$ cat src/hw/rtl/rsde_pkg.sv
`timescale 1ns / 1ps
`default_nettype none

package rsde_pkg;

  // field widths
  localparam int unsigned READING_W = 18;
  localparam int unsigned SEG_W     = 8;
  localparam int unsigned MAG_W     = 17;

  // segment codes, bit0 = a .. bit6 = g, bit7 = decimal point
  localparam logic [SEG_W-1:0] SEG_DASH = 8'h40;
  localparam logic [SEG_W-1:0] SEG_DP   = 8'h80;
  localparam logic [SEG_W-1:0] SEG_ZERO = 8'h3F;

  // reading limits in hundredths
  localparam logic signed [READING_W-1:0] NO_DATA_LIMIT = -18'sd9900;
  localparam logic signed [READING_W-1:0] CLAMP_LIMIT   = 18'sd99994;

  // reciprocal constants: floor(y / d) == (y * K) >> SH for all y < 2^17
  localparam logic [17:0] RECIP_10    = 18'd209716;
  localparam logic [17:0] RECIP_100   = 18'd167773;
  localparam logic [17:0] RECIP_1000  = 18'd134218;
  localparam logic [17:0] RECIP_10000 = 18'd107375;

  typedef logic [SEG_W-1:0] seg_t;

  // decimal digit to seven-segment pattern
  function automatic seg_t seg_of_digit(input logic [3:0] dig);
    seg_t seg;
    unique case (dig)
      4'd0:    seg = 8'h3F;
      4'd1:    seg = 8'h06;
      4'd2:    seg = 8'h5B;
      4'd3:    seg = 8'h4F;
      4'd4:    seg = 8'h66;
      4'd5:    seg = 8'h6D;
      4'd6:    seg = 8'h7D;
      4'd7:    seg = 8'h07;
      4'd8:    seg = 8'h7F;
      4'd9:    seg = 8'h6F;
      default: seg = 8'h00;
    endcase
    return seg;
  endfunction

endpackage

`default_nettype wire

$ cat src/hw/rtl/reading_to_segment_display_encoder_top.sv
`timescale 1ns / 1ps
`default_nettype none

// Converts a signed reading in hundredths into four seven-segment bytes
// (hundreds/sign, tens/sign, units with decimal point, tenths). Readings
// are rounded half-up to tenths, clamped at 999.9, and readings at or below
// -99.00 show four dashes with no_data set. One reading is taken every
// cycle unless in_stall is high; each result passes through the input
// register, then the conversion into the output register. The conversion
// uses four parallel constant reciprocal multiplies, which set the path
// between the two registers. A stalled output holds its result while one
// more input beat can still be taken into the input register.
module reading_to_segment_display_encoder_top
  import rsde_pkg::*;
(
  input  wire                        clk,
  input  wire                        rst_n,
  // input channel
  input  wire                        in_valid,
  output logic                       in_stall,
  input  wire signed [READING_W-1:0] in_reading_hundredths,
  // result channel
  output logic                       out_valid,
  input  wire                        out_stall,
  output logic [SEG_W-1:0]           out_digit0_segments,
  output logic [SEG_W-1:0]           out_digit1_segments,
  output logic [SEG_W-1:0]           out_digit2_segments,
  output logic [SEG_W-1:0]           out_digit3_segments,
  output logic                       out_no_data
);

  // input register
  logic                        s1_valid_r;
  logic signed [READING_W-1:0] s1_reading_r;

  // output register
  logic       out_valid_r;
  seg_t       dig0_r, dig1_r, dig2_r, dig3_r;
  logic       no_data_r;
  seg_t       dig0_nxt, dig1_nxt, dig2_nxt, dig3_nxt;
  logic       no_data_nxt;

  logic       out_ready;
  logic       in_take;

  // conversion signals
  logic              is_neg;
  logic              clamp_hi;
  logic [MAG_W-1:0]  pos_mag;
  logic [READING_W-1:0] neg_full;
  logic [MAG_W-1:0]  y_val;
  logic [34:0]       p10, p100, p1000, p10000;
  logic [13:0]       q1;
  logic [9:0]        q2;
  logic [6:0]        q3;
  logic [3:0]        q4;
  logic [13:0]       dec_w;
  logic [9:0]        units_w;
  logic [6:0]        tens_w;
  logic              show_neg;
  logic              wide_int;

  // handshake
  assign out_ready = !out_valid_r || !out_stall;
  assign in_stall  = s1_valid_r && !out_ready;
  assign in_take   = in_valid && !in_stall;

  assign out_valid           = out_valid_r;
  assign out_digit0_segments = dig0_r;
  assign out_digit1_segments = dig1_r;
  assign out_digit2_segments = dig2_r;
  assign out_digit3_segments = dig3_r;
  assign out_no_data         = no_data_r;

  // magnitude with rounding offset: half-up rounding gives +5 for
  // positive readings and +4 on the magnitude of negative ones
  always_comb begin
    is_neg   = s1_reading_r[READING_W-1];
    clamp_hi = (s1_reading_r > CLAMP_LIMIT);
    pos_mag  = clamp_hi ? MAG_W'(CLAMP_LIMIT) : s1_reading_r[MAG_W-1:0];
    neg_full = -s1_reading_r;
    y_val    = is_neg ? (neg_full[MAG_W-1:0] + MAG_W'(4))
                      : (pos_mag + MAG_W'(5));
  end

  // parallel division by powers of ten
  always_comb begin
    p10    = 35'(y_val) * 35'(RECIP_10);
    p100   = 35'(y_val) * 35'(RECIP_100);
    p1000  = 35'(y_val) * 35'(RECIP_1000);
    p10000 = 35'(y_val) * 35'(RECIP_10000);
    q1     = p10[34:21];
    q2     = p100[33:24];
    q3     = p1000[33:27];
    q4     = p10000[33:30];
    dec_w   = q1 - 14'(q2) * 14'd10;
    units_w = q2 - 10'(q3) * 10'd10;
    tens_w  = q3 - 7'(q4) * 7'd10;
  end

  // digit selection
  always_comb begin
    show_neg    = is_neg && (y_val >= MAG_W'(10));
    wide_int    = (y_val >= MAG_W'(1000));
    no_data_nxt = (s1_reading_r <= NO_DATA_LIMIT);
    dig0_nxt    = SEG_ZERO;
    dig1_nxt    = SEG_ZERO;
    dig2_nxt    = seg_of_digit(units_w[3:0]) | SEG_DP;
    dig3_nxt    = seg_of_digit(dec_w[3:0]);
    if (no_data_nxt) begin
      dig0_nxt = SEG_DASH;
      dig1_nxt = SEG_DASH;
      dig2_nxt = SEG_DASH;
      dig3_nxt = SEG_DASH;
    end else if (wide_int) begin
      dig1_nxt = seg_of_digit(tens_w[3:0]);
      dig0_nxt = show_neg ? SEG_DASH : seg_of_digit(q4);
    end else if (show_neg) begin
      dig1_nxt = SEG_DASH;
    end
  end

  // control registers
  always_ff @(posedge clk) begin
    if (!rst_n) begin
      s1_valid_r  <= 1'b0;
      out_valid_r <= 1'b0;
    end else begin
      if (out_ready) begin
        out_valid_r <= s1_valid_r;
      end
      if (in_take) begin
        s1_valid_r <= 1'b1;
      end else if (out_ready) begin
        s1_valid_r <= 1'b0;
      end
    end
  end

  // payload registers
  always_ff @(posedge clk) begin
    if (in_take) begin
      s1_reading_r <= in_reading_hundredths;
    end
    if (out_ready && s1_valid_r) begin
      dig0_r    <= dig0_nxt;
      dig1_r    <= dig1_nxt;
      dig2_r    <= dig2_nxt;
      dig3_r    <= dig3_nxt;
      no_data_r <= no_data_nxt;
    end
  end

  // a no-data beat shows dashes everywhere
  assert property (@(posedge clk) disable iff (!rst_n)
    (out_valid_r && no_data_r) |-> (dig0_r == SEG_DASH && dig1_r == SEG_DASH &&
                                     dig2_r == SEG_DASH && dig3_r == SEG_DASH))
    else $error("no_data beat without dashes");

  // a normal beat always carries the units decimal point
  assert property (@(posedge clk) disable iff (!rst_n)
    (out_valid_r && !no_data_r) |-> (dig2_r[SEG_W-1] == 1'b1))
    else $error("units digit lost its decimal point");

  // a filled input stage moves into the output register when it is free
  assert property (@(posedge clk) disable iff (!rst_n)
    (s1_valid_r && out_ready) |=> out_valid_r)
    else $error("beat dropped between stages");

  // a held input stage keeps its reading
  assert property (@(posedge clk) disable iff (!rst_n)
    in_stall |=> $stable(s1_reading_r))
    else $error("input stage changed while held");

endmodule

`default_nettype wire
$ cat config.mk
export PLATFORM = sky130hd
export DESIGN_NAME = reading_to_segment_display_encoder_top
export DESIGN_NICKNAME = d
export VERILOG_FILES = /design/src/hw/rtl/rsde_pkg.sv /design/src/hw/rtl/reading_to_segment_display_encoder_top.sv
export SDC_FILE = /design/constraint.sdc
export NUM_CORES = 1
export LEC_CHECK = 0
export ABC_AREA = 1
export ABC_CLOCK_PERIOD_IN_PS = 9500
export BUFFER_PORTS_ARGS = -buffer_cell sky130_fd_sc_hd__buf_2
export CORE_MARGIN = 2
export CORE_UTILIZATION = 37
export CTS_BUF_LIST = sky130_fd_sc_hd__clkbuf_8
export DETAILED_ROUTE_END_ITERATION = 10
export GPL_TIMING_DRIVEN = 1
export PLACE_DENSITY_LB_ADDON = 0.05
export SLEW_MARGIN = 10
export SYNTH_ARGS = -nofsm -noshare
export SYNTH_HDL_FRONTEND = slang
export SYNTH_SLANG_ARGS = --single-unit
$ cat constraint.sdc
create_clock -name clk -period 9.5 [get_ports clk]
set_input_delay 1.9 -clock clk [delete_from_list [all_inputs] [get_ports clk]]
set_output_delay 1.9 -clock clk [all_outputs]
set_load 0.02 [all_outputs]
-- After elaboration in Yosys (flattened, before gate mapping)
Memory sizes are Yosys's and may differ from the RTL's. A register that Yosys moved wholly into a read port is not among the register bits.
Cells that the tools add are included.
- bits in registers: 53
- bits in latches: 0
- memory bits (writable): 0
- memory bits (read-only): 448
- output and inout bits: 35
- memories kept: 4
- memories (name ; words ; width ; rd ports ; clocked after Yosys merged registers in ; wr ports ; line ; source):
    (no name shown) ; 16 ; 7 ; 1 ; 0 ; 0 ; rsde_pkg.sv:31 ; unique case (dig)
    (no name shown) ; 16 ; 7 ; 1 ; 1 ; 0 ; rsde_pkg.sv:31 ;
    (no name shown) ; 16 ; 7 ; 1 ; 0 ; 0 ; rsde_pkg.sv:31 ;
    (no name shown) ; 16 ; 7 ; 1 ; 0 ; 0 ; rsde_pkg.sv:31 ;
- $add $sub $neg: 6
- multipliers: 7
- divide/modulo/power cells: 0
- $lt $le $gt $ge: 4
- equal/unequal tests: 0
- shift-type cells: 0
- mux-type cells: 9
- bitwise gates (word level): 1
- reduce and logical (&&, ||, !) cells: 11
- operator list (kind ; count):
    $add A17 B3 Y17 const B ; 2
    $mul A17 B17 Y34 const B ; 1
    $mul A17 B18 Y34 const B ; 1
    $mux W17 ; 2
    $mul A17 B17 Y33 const B ; 1
    $mul A17 B16 Y23 const B ; 1
    $mux W7 ; 3
    $gt A18 B18 Y1 const B ; 1
    $le A18 B15 Y1 const B ; 1
    $ge A17 B10 Y1 const B ; 1
    $ge A17 B4 Y1 const B ; 1
    $neg A17 Y17 ; 1
    $mux W8 ; 2
    $sub A4 B4 Y4 ; 3
    $mul A10 B3 Y3 const B ; 1
    $mul A7 B3 Y3 const B ; 1
    $logic_and A1 B1 Y1 ; 4
    $logic_not A1 Y1 ; 4
    $mul A4 B3 Y3 const B ; 1
    $reduce_or A3 Y1 ; 1
    $mux W1 ; 2
    $reduce_bool A2 Y1 ; 1
    $logic_or A1 B1 Y1 ; 1
    $not A1 Y1 ; 1

-- Logic depth before layout (Yosys ltp)
An unclocked memory read counts as a cell.
- depth in word-level cells: 9
- gate-level depth with buffers: 58
- gate-level depth less buffers: 57

-- Worst setup path after synthesis
No wires, ideal clock.
- path type: register -> register
- from: register s1_reading_r[6]
- to: register dig1_r[6] (netlist: out_digit1_segments[6]), data pin
- library setup time: 0.257 ns
- arrival time: 8.476 ns
- required time: 9.243 ns
- slack: 0.766 ns
- cell stages (with the launch flop): 41
- buffers on the path: 2
- cell sequence: edfxtp_1 -> buf_6 -> nor2_1 -> nand3_1 -> nor2_1 -> a31oi_2 -> nand2_4 -> buf_8 -> nand2_1 -> ha_1 -> inv_1 -> o21ai_0 -> ha_1 -> fa_1 -> inv_1 -> fa_1 -> inv_1 -> fa_1 -> (+5 left out) -> a21oi_1 -> nor2_1 -> nor2_1 -> nor2_1 -> o21ai_0 -> a31oi_1 -> a211oi_1 -> o41ai_1 -> xor2_1 -> fa_1 -> xor2_1 -> nand3b_1 -> nand3b_1 -> nand2_2 -> nand2_1 -> nand2_1 -> o21ai_1 -> nand2_1
- word-level cells in the longest chain between the ends: 9
- RTL lines (item ; line ; source):
    start: declaration ; reading_to_segment_display_encoder_top.sv:34 ; logic signed [READING_W-1:0] s1_reading_r;
    start signal: assignment ; reading_to_segment_display_encoder_top.sv:143 ; s1_reading_r <= in_reading_hundredths;
    $gt A18 B18 Y1 ; reading_to_segment_display_encoder_top.sv:79 ; clamp_hi = (s1_reading_r > CLAMP_LIMIT);
    $mux W17 ; reading_to_segment_display_encoder_top.sv:80 ; pos_mag = clamp_hi ? MAG_W'(CLAMP_LIMIT) : s1_reading_r[MAG_W-1:0];
    $add A17 B3 Y17 ; reading_to_segment_display_encoder_top.sv:83 ; : (pos_mag + MAG_W'(5));
    $mux W17 ; reading_to_segment_display_encoder_top.sv:82 ; y_val = is_neg ? (neg_full[MAG_W-1:0] + MAG_W'(4))
    $mul A17 B17 Y34 ; reading_to_segment_display_encoder_top.sv:91 ; p10000 = 35'(y_val) * 35'(RECIP_10000);
    $mul A4 B3 Y3 ; reading_to_segment_display_encoder_top.sv:98 ; tens_w = q3 - 7'(q4) * 7'd10;
    $sub A4 B4 Y4 ; reading_to_segment_display_encoder_top.sv:98 ;
    $mem_v2 Z16 W7 ; - ;
    $mux W8 ; reading_to_segment_display_encoder_top.sv:115 ; end else if (wide_int) begin
    end signal: assignment ; reading_to_segment_display_encoder_top.sv:147 ; dig1_r <= dig1_nxt;
    end: declaration ; reading_to_segment_display_encoder_top.sv:38 ; seg_t dig0_r, dig1_r, dig2_r, dig3_r;
Parallel ways exist; a longest one is shown, timed or not.
A chain may end at the register's enable or synchronous reset.

-- Worst setup path after layout
- from: register s1_reading_r[15]
- to: register dig3_r[2] (netlist: out_digit3_segments[2]), data pin
- word-level cells in the longest chain between the ends: 7
- RTL lines (item ; line ; source):
    $gt A18 B18 Y1 ; reading_to_segment_display_encoder_top.sv:79 ;
    $mux W17 ; reading_to_segment_display_encoder_top.sv:80 ;
    $add A17 B3 Y17 ; reading_to_segment_display_encoder_top.sv:83 ;
    $mux W17 ; reading_to_segment_display_encoder_top.sv:82 ;
    $mul A17 B18 Y34 ; reading_to_segment_display_encoder_top.sv:89 ; p100 = 35'(y_val) * 35'(RECIP_100);
    $mul A10 B3 Y3 ; reading_to_segment_display_encoder_top.sv:96 ; dec_w = q1 - 14'(q2) * 14'd10;
    $sub A4 B4 Y4 ; reading_to_segment_display_encoder_top.sv:96 ;
    end: declaration ; reading_to_segment_display_encoder_top.sv:38 ;
Parallel ways exist; a longest one is shown, timed or not.

==> run metrics <==
outcome complete, no violations; Die X 239 µm; WS Path Type reg -> reg; fillers 5,655; synthesized instance count 2,379; clk_lat worst skew 0.35 ns; Placed Cells around 3,200; Longest Clk Path Bufs 2; RePlAce Congestion 0.914; Layout area overhead 12.9%; most frequent CP cell inv_1; Routed Antenna Nets 0; commonest non-fill, non-tap cells in the layout inv_1 (705), ha_1 (423), fa_1 (316), nand2_1 (258), buf_4 (142); met2 usage 40.1%; unrepaired setup endpoints after global routing true; drc violations 0; CP max stage cell fa_1; first-pass GRT wire length 101,000 µm; drt pass-1 iters 7; Data arrival, critical path 9.24 ns; I/O Pins 57; core area 54,900 µm²; total grt overflow 0; Place WS 0.0432 ns; endpoints failing setup 0; via-per-instance ratio 4.85; antenna violations before repair 0; Warnings, synthesis 0; n_diodes 0; WL per Instance a little over 20 µm; leading area contributor after synthesis fa_1; global routing met3 resource utilization 4.01%; CP peak stage delay 0.56 ns; WL final approximately 66,000 µm; Worst Path Required 9.70 ns; Final Hold Vio Count 0; height of the die 239 µm; Reg area between 1000 and 1500 µm²; final worst slack approximately 0.46 ns; footprint of the multi-input gates 16,500 µm²; Synth cell types 62; layout cells sized above 1 13.0%; H-tree levels 2; Clock transition at path regs 0.11 ns; CTS sink cnt 50; fin crit share about 95%; Worst-Margin Slew approximately 0.73 ns; Port Buf Inserts 53; post-synth top area share 31.0%; most common cell after layout, fill and taps aside inv_1; CP endpoint kind flip-flop; CTS Buf Count 5; Post-Layout Cell Count 3,278; overall global routing resource usage 24.1%; worst rel slew slack 50.9%; busiest metal layer after global routing met2; Slew Viols, Final 0; Reg2Reg Setup Slack about 0.46 ns; CP max FO 17; row count 86; CP Buf/Inv Count 11; Seq/Total Area, Yosys 7.23%; Mapped Area 20,500 µm²; Final nets about 3,300; Root Buffer clkbuf_8; Initial Util 37.3%; Startpoint Class flip-flop; Period minus WS final 9.04 ns; Post-DP Area 22,300 µm²; final core occ 42.1%; max_cap viols 0; initial DRC count 770; largest net degree at the start of global routing 31; Syn Area/Cell 8.61 µm²; #FFs+latches synth 50; Hold WC Path Type reg -> reg; cell area after layout 23,100 µm²; vias in the first global route 17,100; Final Skew 0.0183 ns; GR Util met1 31.7%; critical path's top delay family adder cells; Die ar. 57,300 µm²; Synth area leaders fa_1 (31%), ha_1 (27%), inv_1 (13%); Final HPWL DP slightly below 60,000 µm; CTS tree done; vias 15,900; FMAX 111 MHz
## area by class of cell
class	count	share of cell area (%)
repair buffers	202	6.21
flip-flops and latches	50	6.41
multi-input cells	1584	71.2
clock buffers	5	0.298
inverters	730	12.0
well taps	704	3.81
clock inverters	3	0.114
## cell usage after synthesis, drive strengths merged
cell type,count
a2111oi,1
a211o,1
a211oi,4
a21boi,2
a21o,4
a21oi,112
a221oi,1
a31o,3
a31oi,7
and2,2
buf,10
clkbuf,7
clkinv,1
conb,1
dfxtp,2
edfxtp,48
fa,317
ha,436
inv,729
nand2,292
nand3,84
nand3b,9
nand4,14
nor2,101
nor3,21
nor4,9
o2111ai,2
o211a,1
o211ai,2
o21a,5
o21ai,65
o21bai,7
o221ai,5
o311ai,1
o31a,1
o31ai,3
o41ai,1
or2,3
xnor2,19
xor2,45
xor3,1
## what timing repair did
action,in CTS,in global routing
endpoints found under the setup margin,1,25
cloned,0,0
pin swaps,0,9
gates resized for setup,1,76
setup buffers,0,43
hold buffers,0,0
## final timing paths
kind	from	to	cells past startpoint
max reg2reg	s1_reading_r[15]	out_digit3_segments[2]	47
max	s1_reading_r[15]	out_digit3_segments[2]	47
min	s1_valid_r	out_valid	2
min reg2reg	s1_valid_r	out_valid	2
## worst reg2reg max path, delay by kind of cell (launching register included)
| family | cells | cell delay [ns] |
|---|---|---|
| adder cells (fa/ha/maj) | 8 | 3.68 |
| AND/OR/NAND/NOR | 18 | 2.05 |
| buffers and inverters | 11 | 1.07 |
| AO/OA/AOI/OAI | 7 | 0.98 |
| XOR/XNOR | 3 | 0.62 |
| flip-flops | 1 | 0.50 |
## cells by family (layout without fill, tap and decap cells)
| kind of cell | Yosys count | count (layout) | share of synthesized area, % |
|---|---|---|---|
| AO/OA/AOI/OAI | 228 | 228 | 6.46 |
| XOR/XNOR | 65 | 65 | 2.93 |
| adder cells (fa/ha/maj) | 753 | 753 | 57.6 |
| buffers and inverters | 747 | 940 | 13.9 |
| flip-flops | 50 | 50 | 7.23 |
| other | 1 | 3 | 0.0183 |
| AND/OR/NAND/NOR | 535 | 535 | 11.8 |
## flip-flops by register name, summed over array words and instances (netlist names)
| signal | count |
|---|---|
| out_digit0_segments | 7 |
| s1_valid_r | 1 |
| out_no_data | 1 |
| out_digit3_segments | 7 |
| s1_reading_r | 18 |
| out_digit1_segments | 7 |
| out_valid | 1 |
| out_digit2_segments | 8 |
## layer usage
metal  wire, µm  up-vias  share of wire (%)
li1           -     7702                  -
met1      29600     7796                 45
met2      31200      329                 47
met3       3110       84                4.7
met4       2590        0                3.9
met5          0        -                  0
## stage by stage
stage / setup TNS (ns) / hold slack (ns)
floorplan: 0 / 0.453
global placement: 0 / 0.494
detailed placement: 0 / 0.501
CTS: 0 / 0.518
global route: -0.209 / 0.550
finish: 0 / 0.513
Power is left out: the tool's default activity adds up to more than one toggle a clock period on the data nets, which glitch-free logic cannot reach.
